**config.mk**
```make
export PLATFORM = sky130hd
export DESIGN_NAME = scp_mid
export DESIGN_NICKNAME = d
export VERILOG_FILES = /design/src/rtl/scp_pkg.sv /design/src/rtl/scp_mid.sv
export SDC_FILE = /design/constraint.sdc
export NUM_CORES = 2
export LEC_CHECK = 0
export BUFFER_PORTS_ARGS = -buffer_cell sky130_fd_sc_hd__buf_2
export CORE_AREA = 2 2 393 395
export DETAILED_ROUTE_END_ITERATION = 10
export DIE_AREA = 0 0 395 397
export PLACE_DENSITY_LB_ADDON = 0.3
export SETUP_SLACK_MARGIN = 0.5
export SLEW_MARGIN = 20
export SYNTH_ARGS = -nofsm -noshare
export SYNTH_HDL_FRONTEND = slang
export SYNTH_SLANG_ARGS = --single-unit
```
**constraint.sdc**
```tcl
create_clock -name clk -period 3.2 [get_ports clk]
set_input_delay 0.32 -clock clk [delete_from_list [all_inputs] [get_ports clk]]
set_output_delay 0.32 -clock clk [all_outputs]
set_load 0.1 [all_outputs]
```
**src/rtl/scp_pkg.sv**
```systemverilog
// Shared types, widths and constants for the segment closest-points pipeline.
// No dependencies; imported by every module of the block.
package scp_pkg;

    localparam int CW    = 16;   // input coordinate width
    localparam int VW    = 17;   // edge vector component width
    localparam int SW    = 36;   // dot product width
    localparam int DW    = 72;   // divider operand width
    localparam int QW    = 17;   // Q0.16 parameter width, one included
    localparam int OW    = 32;   // Q16.16 output width
    localparam int NSTEP = 16;   // quotient bits per divide
    localparam int FRAC  = 16;
    localparam int HW    = SW / 2;      // split point of a wide product operand
    localparam int PW    = 2 * HW + 2;  // partial product width

    localparam logic [QW-1:0] ONE_Q16 = QW'(1) << FRAC;

    // Four partial products of one SW x SW signed product.
    typedef struct packed {
        logic signed [PW-1:0] hh;
        logic signed [PW-1:0] hl;
        logic signed [PW-1:0] lh;
        logic signed [PW-1:0] ll;
    } part_t;

    // Per-item context that travels beside the divider lanes.
    typedef struct packed {
        logic signed [CW-1:0] p1x;
        logic signed [CW-1:0] p1y;
        logic signed [CW-1:0] q1x;
        logic signed [CW-1:0] q1y;
        logic signed [VW-1:0] d1x;
        logic signed [VW-1:0] d1y;
        logic signed [VW-1:0] d2x;
        logic signed [VW-1:0] d2y;
        logic signed [SW-1:0] a;
        logic signed [SW-1:0] e;
        logic signed [SW-1:0] b;
        logic signed [SW-1:0] c;
        logic signed [SW-1:0] f;
        logic                 general;
        logic                 redo_s;
        logic                 redo_t;
        logic [QW-1:0]        s;
        logic [QW-1:0]        t;
    } side_t;

    function automatic logic at_bound(input logic [QW-1:0] v);
        return (v == '0) || (v == ONE_Q16);
    endfunction

endpackage

```
**src/rtl/scp_mid.sv**
```systemverilog
// Middle stages: decide which parameter is recomputed at a bound and build the
// projection numerators for the second divider. Depends on scp_pkg.
module scp_mid
    import scp_pkg::*;
(
    input  logic                 clk,
    input  logic                 rst_n,
    input  logic                 in_valid,
    input  logic [QW-1:0]        in_s,
    input  logic [QW-1:0]        in_t,
    input  side_t                in_side,
    output logic                 out_valid,
    output logic signed [DW-1:0] out_num0,
    output logic signed [DW-1:0] out_den0,
    output logic signed [DW-1:0] out_num1,
    output logic signed [DW-1:0] out_den1,
    output side_t                out_side
);

    logic                 v5_reg, v6_reg;
    side_t                s5_reg, s6_reg;
    side_t                s5_next;
    logic signed [DW-1:0] sb_reg, tb_reg;
    logic signed [DW-1:0] num0_reg, den0_reg, num1_reg, den1_reg;
    logic signed [DW-1:0] cx_w, fx_w, ax_w, ex_w;
    logic                 s_bnd, t_bnd;

    always_ff @(posedge clk or negedge rst_n)
    begin
        if (!rst_n)
        begin
            v5_reg <= 1'b0;
            v6_reg <= 1'b0;
        end
        else
        begin
            v5_reg <= in_valid;
            v6_reg <= v5_reg;
        end
    end

    assign s_bnd = at_bound(in_s);
    assign t_bnd = at_bound(in_t);

    always_comb
    begin
        s5_next        = in_side;
        s5_next.s      = in_s;
        s5_next.t      = in_t;
        s5_next.redo_t = in_side.general && s_bnd;
        s5_next.redo_s = in_side.general && !s_bnd && t_bnd;
    end

    always_ff @(posedge clk)
    begin
        s5_reg <= s5_next;
        sb_reg <= DW'($signed({1'b0, in_s}) * in_side.b);
        tb_reg <= DW'($signed({1'b0, in_t}) * in_side.b);
    end

    assign cx_w = DW'(s5_reg.c);
    assign fx_w = DW'(s5_reg.f);
    assign ax_w = DW'(s5_reg.a);
    assign ex_w = DW'(s5_reg.e);

    // den scaled by 2^16 to match the Q0.16 scaling that t and s bring into the numerators
    always_ff @(posedge clk)
    begin
        s6_reg   <= s5_reg;
        num0_reg <= tb_reg - (cx_w <<< FRAC);
        den0_reg <= ax_w <<< FRAC;
        num1_reg <= sb_reg + (fx_w <<< FRAC);
        den1_reg <= ex_w <<< FRAC;
    end

    assign out_valid = v6_reg;
    assign out_num0  = num0_reg;
    assign out_den0  = den0_reg;
    assign out_num1  = num1_reg;
    assign out_den1  = den1_reg;
    assign out_side  = s6_reg;

endmodule

```
==> run metrics <==
DRT iter0 DRCs ~3.0k; die outline height a little under 400 µm; max reg flops 313; area growth from synthesis to layout 34.4%; slew margin rel. 47.5%; Max Root-Sink Buffers 3; Synth async-reset ratio less than 1%; via count 50.5k; clock-pin slew on the worst setup and hold paths approximately 0.070 ns; worst-margin pin slew slightly below 0.8 ns; Seq cells post-synth approximately 900; Total Wirelength approximately 240 mm; Worst setup EP type register; clock tree sinks between 900 and 1k; run status complete, but fails checks; Synth Warn # 0; RSZ-0062 raised after global routing yes; CP Max Fanout 8; Seq/Total Area, Yosys 27.9%; ratio of final minimum period to clock period 182%; final hold vios 0; Worst Path Required roughly 3.8 ns; port bufs between 900 and 1k; non-filler cells, final between 10k and 15k; placed cell count slightly below 10k; Skew-Pair Late Insertion Delay 0.74 ns; R2R depth 13; die width 395 µm; critical path type in2reg; 1st-pass router iterations 6; Hold WC Path Type in2reg; post-synthesis cell type count 77; Root Driver clkbuf_16; crit path launch type input pin; RePlAce Congestion approximately 1; post-synthesis cell area ~66,000 µm²; synth top area cells fa_1, dfxtp_1, inv_1, ha_1, and2_1; Routed wire per std cell roughly 22 µm; die area between 150,000 and 200,000 µm²; reg-to-reg endpoint out_num0[51]; crit path DAT 6.47 ns; Hold Path Origin in_side[124]; hold depth 3; setup TNS -186.91 ns; largest net degree at the start of global routing 29; Slew Viols, Final 0; top cell type's share of synthesized area 35.4%; gr usage total around 30%; CTS tree built; total CTS buffers 97; number of global-route vias before repair around 54k; maxcap violations 0; Max Clk Rate 171 MHz; # DRC 0; post-synthesis cell count ~6.5k; most common cell in the netlist inv_1; final worst slack -2.63 ns; Fin Hold WS ~0.040 ns; Core Area approximately 150,000 µm²; synthesized area per cell around 10 µm²; Min Clock Period, post-route between 5 and 6 ns; Overflow after GRT 0; Synth area leader fa_1; layout cell share with drive strength beyond 1 29.1%; antenna violations before repair 18; Synth Flop Type dfxtp_1; Detailed Place HPWL approximately 190 mm; Detail Route Antenna Nets 0; Hold EP s5_reg[124]; Post-synth EDFFs 0; synth cell count leaders inv_1, fa_1, dfxtp_1; first-pass GRT wire length 344 mm; CTS H-tree lvls 3; # setup viols final approximately 90; Worst Skew just over 0.04 ns; reg-to-reg startpoint cx_w[7]; final net count just over 10k; row cnt between 100 and 150; Starting Density 43.1%; IO Pins 1,024; Vias/cell roughly 4.8; reg2reg setup slack about 0.12 ns; failing checks negative setup slack
[kinds of logic (layout without fill, tap and decap cells)]
| logic type | count (synthesis) | in the layout | synth area share [%] |
|---|---|---|---|
| buffers and inverters | 1861 | 3741 | 11.6 |
| and+or+nand+nor | 1593 | 1593 | 11.7 |
| adders and majority gates | 1492 | 1492 | 41.6 |
| DFF | 918 | 918 | 27.9 |
| AOI/OAI and AO/OA | 497 | 497 | 4.94 |
| xor gates and xnor gates | 167 | 167 | 2.22 |
| other | 1 | 40 | 0.00569 |
| muxes | 1 | 1 | 0.0152 |
[per-stage QoR]
step                area (µm²)  util (%)  worst slack [ns]
floorplan                67600         -             -2.95
global placement         77400      50.6             -3.67
detailed placement       77400      50.6             -3.74
CTS                      86900      56.8             -2.55
global route             88600      57.9             -2.77
finish                   88600      57.9             -2.63
[cell usage in the layout, fill, tap and decap left out, types with 39 or more instances in the layout]
master / synthesis / layout
and2_4: 0 / 39
o21ai_0: 80 / 49
dlygate4sd3_1: 0 / 322
a21oi_1: 166 / 107
buf_12: 0 / 50
nor2_1: 87 / 73
buf_6: 1 / 162
dfxtp_1: 916 / 910
and2_1: 510 / 471
ha_4: 0 / 55
a21oi_2: 1 / 50
nand2_1: 799 / 773
xnor2_1: 121 / 95
buf_2: 3 / 898
clkbuf_16: 0 / 106
buf_4: 178 / 656
fa_2: 0 / 61
ha_1: 328 / 265
inv_1: 1426 / 1367
a21o_1: 88 / 88
inv_2: 0 / 59
fa_1: 1164 / 1103
[critical path, stage by stage]
cell,delay [ns]
buf_6,0.13
buf_6,0.13
and2_1,0.16
fa_1,0.48
inv_1,0.05
fa_1,0.49
inv_2,0.05
fa_2,0.59
fa_2,0.44
fa_1,0.48
inv_1,0.05
fa_1,0.52
inv_2,0.05
ha_4,0.21
buf_4,0.14
a21oi_4,0.17
buf_6,0.12
and2_4,0.14
a21oi_2,0.04
a221o_1,0.39
a211oi_2,0.25
buf_4,0.20
o31ai_4,0.08
a221o_1,0.43
a21oi_2,0.22
xnor2_2,0.13
[cell type report]
class                   count  area, µm²
repair buffers           2135      16400
diodes                      8       20.0
multi-input cells        3782      42500
well taps                2044       2560
fillers                 13000      64400
clock inverters            49        622
clock buffers             131       2720
inverters                1426       5350
flip-flops and latches    918      18400
[metal layers]
metal / vias to the layer above / share of wire, % / GRT usage, % / wire, µm
met4: 2 / 5.1 / 12.4 / 12100
met2: 1830 / 48 / 50.5 / 114000
met5: - / 0.0060 / 0 / 14
met1: 25500 / 40 / 37.2 / 94400
li1: 22700 / - / - / -
met3: 387 / 6.4 / 5.06 / 14900
[worst max-delay path by stage]
stage | startpoint | endpoint | cells after the start
after detailed placement | in_side[119] | tb_reg[47] | 24
after CTS | in_t[8] | tb_reg[47] | 27
after global routing | in_t[3] | tb_reg[52] | 25
final | in_t[14] | tb_reg[43] | 26
after floorplan | in_t[3] | tb_reg[52] | 25
after global placement | in_side[119] | tb_reg[47] | 24
[what timing repair did]
item                                   CTS  global route
setup buffers                           72            65
endpoints found under the hold margin  323             1
setup endpoints to repair              128           129
hold buffers                           321             1
cloned                                   7             9
resized for setup                      501           250
pin swaps                              195           200
Power is not shown: default switching activity piles up to over one toggle a cycle in this logic, so the estimate is an artifact.
