===== src/rtl/scp_pkg.sv =====
// Shared types, widths and constants for the segment closest-points pipeline.
// No dependencies; imported by every module of the block.
package scp_pkg;

    localparam int CW    = 16;   // input coordinate width
    localparam int VW    = 17;   // edge vector component width
    localparam int SW    = 36;   // dot product width
    localparam int DW    = 72;   // divider operand width
    localparam int QW    = 17;   // Q0.16 parameter width, one included
    localparam int OW    = 32;   // Q16.16 output width
    localparam int NSTEP = 16;   // quotient bits per divide
    localparam int FRAC  = 16;
    localparam int HW    = SW / 2;      // split point of a wide product operand
    localparam int PW    = 2 * HW + 2;  // partial product width

    localparam logic [QW-1:0] ONE_Q16 = QW'(1) << FRAC;

    // Four partial products of one SW x SW signed product.
    typedef struct packed {
        logic signed [PW-1:0] hh;
        logic signed [PW-1:0] hl;
        logic signed [PW-1:0] lh;
        logic signed [PW-1:0] ll;
    } part_t;

    // Per-item context that travels beside the divider lanes.
    typedef struct packed {
        logic signed [CW-1:0] p1x;
        logic signed [CW-1:0] p1y;
        logic signed [CW-1:0] q1x;
        logic signed [CW-1:0] q1y;
        logic signed [VW-1:0] d1x;
        logic signed [VW-1:0] d1y;
        logic signed [VW-1:0] d2x;
        logic signed [VW-1:0] d2y;
        logic signed [SW-1:0] a;
        logic signed [SW-1:0] e;
        logic signed [SW-1:0] b;
        logic signed [SW-1:0] c;
        logic signed [SW-1:0] f;
        logic                 general;
        logic                 redo_s;
        logic                 redo_t;
        logic [QW-1:0]        s;
        logic [QW-1:0]        t;
    } side_t;

    function automatic logic at_bound(input logic [QW-1:0] v);
        return (v == '0) || (v == ONE_Q16);
    endfunction

endpackage


===== src/rtl/scp_back.sv =====
// Back end: final parameter choice and closest-point evaluation, two stages.
// Drives the result registers. Depends on scp_pkg.
module scp_back
    import scp_pkg::*;
(
    input  logic                 clk,
    input  logic                 rst_n,
    input  logic                 in_valid,
    input  logic [QW-1:0]        in_s,
    input  logic [QW-1:0]        in_t,
    input  side_t                in_side,
    output logic                 out_valid,
    output logic signed [OW-1:0] near_p_x,
    output logic signed [OW-1:0] near_p_y,
    output logic signed [OW-1:0] near_q_x,
    output logic signed [OW-1:0] near_q_y,
    output logic [QW-1:0]        param_s,
    output logic [QW-1:0]        param_t
);

    logic                 v7_reg, v8_reg;
    logic [QW-1:0]        s_next, t_next, s7_reg, t7_reg, s8_reg, t8_reg;
    logic signed [OW-1:0] px_reg, py_reg, qx_reg, qy_reg;
    logic signed [CW-1:0] p1x_reg, p1y_reg, q1x_reg, q1y_reg;
    logic signed [OW-1:0] npx_reg, npy_reg, nqx_reg, nqy_reg;

    always_ff @(posedge clk or negedge rst_n)
    begin
        if (!rst_n)
        begin
            v7_reg <= 1'b0;
            v8_reg <= 1'b0;
        end
        else
        begin
            v7_reg <= in_valid;
            v8_reg <= v7_reg;
        end
    end

    assign s_next = in_side.redo_s ? in_s : in_side.s;
    assign t_next = in_side.redo_t ? in_t : in_side.t;

    always_ff @(posedge clk)
    begin
        s7_reg  <= s_next;
        t7_reg  <= t_next;
        p1x_reg <= in_side.p1x;
        p1y_reg <= in_side.p1y;
        q1x_reg <= in_side.q1x;
        q1y_reg <= in_side.q1y;
        px_reg  <= OW'(in_side.d1x * $signed({1'b0, s_next}));
        py_reg  <= OW'(in_side.d1y * $signed({1'b0, s_next}));
        qx_reg  <= OW'(in_side.d2x * $signed({1'b0, t_next}));
        qy_reg  <= OW'(in_side.d2y * $signed({1'b0, t_next}));
    end

    always_ff @(posedge clk)
    begin
        s8_reg  <= s7_reg;
        t8_reg  <= t7_reg;
        npx_reg <= {p1x_reg, {FRAC{1'b0}}} + px_reg;
        npy_reg <= {p1y_reg, {FRAC{1'b0}}} + py_reg;
        nqx_reg <= {q1x_reg, {FRAC{1'b0}}} + qx_reg;
        nqy_reg <= {q1y_reg, {FRAC{1'b0}}} + qy_reg;
    end

    assign out_valid = v8_reg;
    assign near_p_x  = npx_reg;
    assign near_p_y  = npy_reg;
    assign near_q_x  = nqx_reg;
    assign near_q_y  = nqy_reg;
    assign param_s   = s8_reg;
    assign param_t   = t8_reg;

endmodule


===== config.mk =====
export PLATFORM = sky130hd
export DESIGN_NAME = scp_back
export DESIGN_NICKNAME = d
export VERILOG_FILES = /design/src/rtl/scp_pkg.sv /design/src/rtl/scp_back.sv
export SDC_FILE = /design/constraint.sdc
export NUM_CORES = 2
export LEC_CHECK = 0
export CAP_MARGIN = 25
export CORE_AREA = 4 4 410 412
export CTS_BUF_LIST = sky130_fd_sc_hd__clkbuf_8
export DETAILED_ROUTE_END_ITERATION = 10
export DIE_AREA = 0 0 414 416
export DONT_BUFFER_PORTS = 1
export HOLD_SLACK_MARGIN = 0.06
export PLACE_DENSITY = 0.5
export SETUP_SLACK_MARGIN = 0.5
export SLEW_MARGIN = 20
export SYNTH_ARGS = -nofsm -noshare
export SYNTH_HDL_FRONTEND = slang
export SYNTH_SLANG_ARGS = --single-unit

===== constraint.sdc =====
create_clock -name clk -period 3.95 [get_ports clk]
set_clock_uncertainty 0.2 [all_clocks]
set_input_delay 0.5925 -clock clk [delete_from_list [all_inputs] [get_ports clk]]
set_output_delay 0.5925 -clock clk [all_outputs]
set_load 0.05 [all_outputs]

==> impl_results.md <==
* Failing checks: negative setup slack
* Post-synthesis mux area share at 0.00835
* CTS tree: done
* Initial antenna violation count at 2
* Clock root buffer master: clkbuf_8
* Compound-Gate Fraction of Synth Area at 0.0519
* Grt total ovfl at 0
* Slew HR at 0.493
* Vias at 36515
* Worst Hold Class: reg2reg
* Post-route ant nets at 0
* Io pins at 549
* Cell count after synthesis at 5223
* FFs w/ async S/R, synth at 0.00513
* # rows at 149
* Synth unique cells at 77
* Routed WL per cell at 17.5 µm
* Max Fclk at 170 MHz
* Final Cycle Share at 1.49
* Largest family of logic cells by synthesized area: adder cells
* Via density at 4.47
* Clk pin slew, worst setup/hold paths at 70 ps
* Simple-gate portion of the synthesized area at 0.155
* IO buf count at 0
* Drt drc at 0
* Unrepaired setup endpoints after global routing: true
* Min Clock Period, post-route at 5880 ps
* Crit path required time at 4480 ps
* Final Hold Viols at 0
* Register area share after synthesis at 0.160
* Clock buffer depth at 3
* Dpl hpwl at 113000 µm
* Routed Wire Length at 143000 µm
* Total GRT Usage at 0.170
* Share of cells above drive strength 1 at 0.226
* Adder-cell area share of the yosys netlist at 0.495
* Post-Syn Area at 49000 µm²
* Die X-Extent at 414 µm
* Clock Sinks at 390
* Synth Flop Type: dfxtp_1
* Final setup fails at 99
* Area contributors post-synth: fa_1 37%, dfxtp_1 16%, ha_1 13%, inv_1 8.9%, and2_1 7.5%
* Critical-path cell list: mux2_4 > buf_6 > and2_1 > fa_1 > inv_1 > fa_1 > fa_1 > inv_1 > fa_1 > fa_1 > fa_1 > ha_4 > a21oi_4 > o21a_1 > nor2_2 > o41ai_4 > a311oi_2 > o311ai_2 > or4b_1 > o311ai_1
* Crit path capture type: register
* Final nets at 7695
* Synth Net Count at 7009
* Grt peak-use layer: met2
* Post-Syn Area per Cell at 9.38 µm²
* Area delta synth->final at 28.3%
* TritonCTS Buffers at 79
* H-tree depth at 3
* Worst Setup Path Type: in2reg
* WHS at 87.8 ps
* Worst setup margin at -1930 ps
* Crit path DAT at 6410 ps
* Met2 usage at 0.303
* First-pass GRT wire length at 229000 µm
* Die span in y at 416 µm
* GR Layer Usage met3 at 0.0356
* Most common cell on crit path: fa_1
* Startpoint types: primary input
* Vias in the first global route at 40651
* DRT Pass-1 Iters at 5
* Die ar. at 172000 µm²
* Layout Utilization at 0.382
* Placer Congestion at 0.832
* Worst skew pair latency at 860 ps
* CP peak stage delay at 540 ps
* Top-area cell type share of the netlist area at 0.368
* Initial core utilization at 0.298
* Drt initial violations at 1451
* Post-synth EDFFs at 0
* Max Fanout on Critical Path at 19
* Largest delay share family, worst path: adder cells
* Seq cells post-synth at 390
* Critical-path top delay cell: fa_1
* Slew @ Worst Pin at 760 ps
* Yosys warnings at 0
* Area leader, netlist: fa_1
* Largest net degree at the start of global routing at 22
* Max cap viols at 0
* Synth Area in XOR/XNOR at 0.0261
* Max-slew violations at 0
* Status: complete, but fails checks
* CP Buf/Inv Count at 3
* Global Route met1 Usage at 0.205
* Core Area at 164000 µm²
cell usage after synthesis, drive strengths merged, types with 13 or more instances:
cell type  instances
o21a              23
nand2b            19
clkbuf           176
nor3              34
xor2              38
xnor2            108
fa               900
or3               21
mux2i             15
a21boi            22
nand2            594
a21oi            103
nand3             26
dfxtp            388
and2             587
nor2             147
inv             1157
buf               13
or2               15
nor2b             23
a21o              34
and3              20
ha               500
o21ai             85
mux2              23
area by class of cell:
cell class | instances | area [µm²]
timing repair inverter | 1 | 7.51
tap | 2189 | 2740
clock buffer | 100 | 1380
timing repair buffer | 790 | 7170
multi-input combinational | 3488 | 39000
clock inverter | 46 | 354
sequential | 390 | 7820
antenna | 3 | 7.51
fill | 16594 | 102000
inverter | 1159 | 4380
final timing paths:
path	start	end	slack, ps	depth (start not counted)
setup / recovery	in_side[35]	py_reg[30]	-1930	20
hold / removal	px_reg[5]	near_p_x[5]	90	0
setup reg to reg	p1y_reg[0]	near_p_y[28]	780	12
hold reg to reg	px_reg[5]	near_p_x[5]	90	0
max in group asynchronous	rst_n	v7_reg	3050	2
min in group asynchronous	rst_n	out_valid	380	2
layer usage:
metal  up-vias  routed length (µm)
met5         -                   0
met4         0                3370
met3       155                8400
met2       699               72700
met1     18577               58600
li1      17084                   -
per-stage QoR:
stage	cell area [µm²]	setup slack, ps	instances	setup TNS, ps
detailed placement	56200	-3180	7717	-232990
global placement	56200	-3160	7717	-231600
floorplan	50800	-2840	5223	-196270
global route	62900	-2120	8164	-140130
CTS	61800	-1810	8131	-119560
finish	62900	-1930	8166	-129920
timing repair:
item                                    CTS  global route
buffers inserted                         96            31
hold endpoints to repair                109             0
hold buffers                            165             0
endpoints found under the setup margin  108           111
pin swaps                               202           142
gates resized for setup                 324           205
gates cloned                              7             1
kinds of logic after synthesis:
kind of cell             after synthesis
AND/OR/NAND/NOR                     1518
adder cells (fa/ha/maj)             1400
buffers and inverters               1348
flip-flops                           390
AO/OA/AOI/OAI                        383
XOR/XNOR                             146
multiplexers                          38
layout by cell type, fill, tap and decap left out, types with 57 or more instances in the layout:
cell type      instances
buf_4                495
buf_6                 86
inv_1               1073
xnor2_1               95
and2_1               507
fa_2                  57
nor2_1               127
inv_2                 91
ha_4                  75
fa_1                 843
dfxtp_1              388
dlygate4sd3_1        165
ha_1                 412
clkbuf_8             100
and2_4                80
nand2_1              564
Power is left out: the tool's default activity adds up to more than one toggle a clock period on the data nets, which glitch-free logic cannot reach.
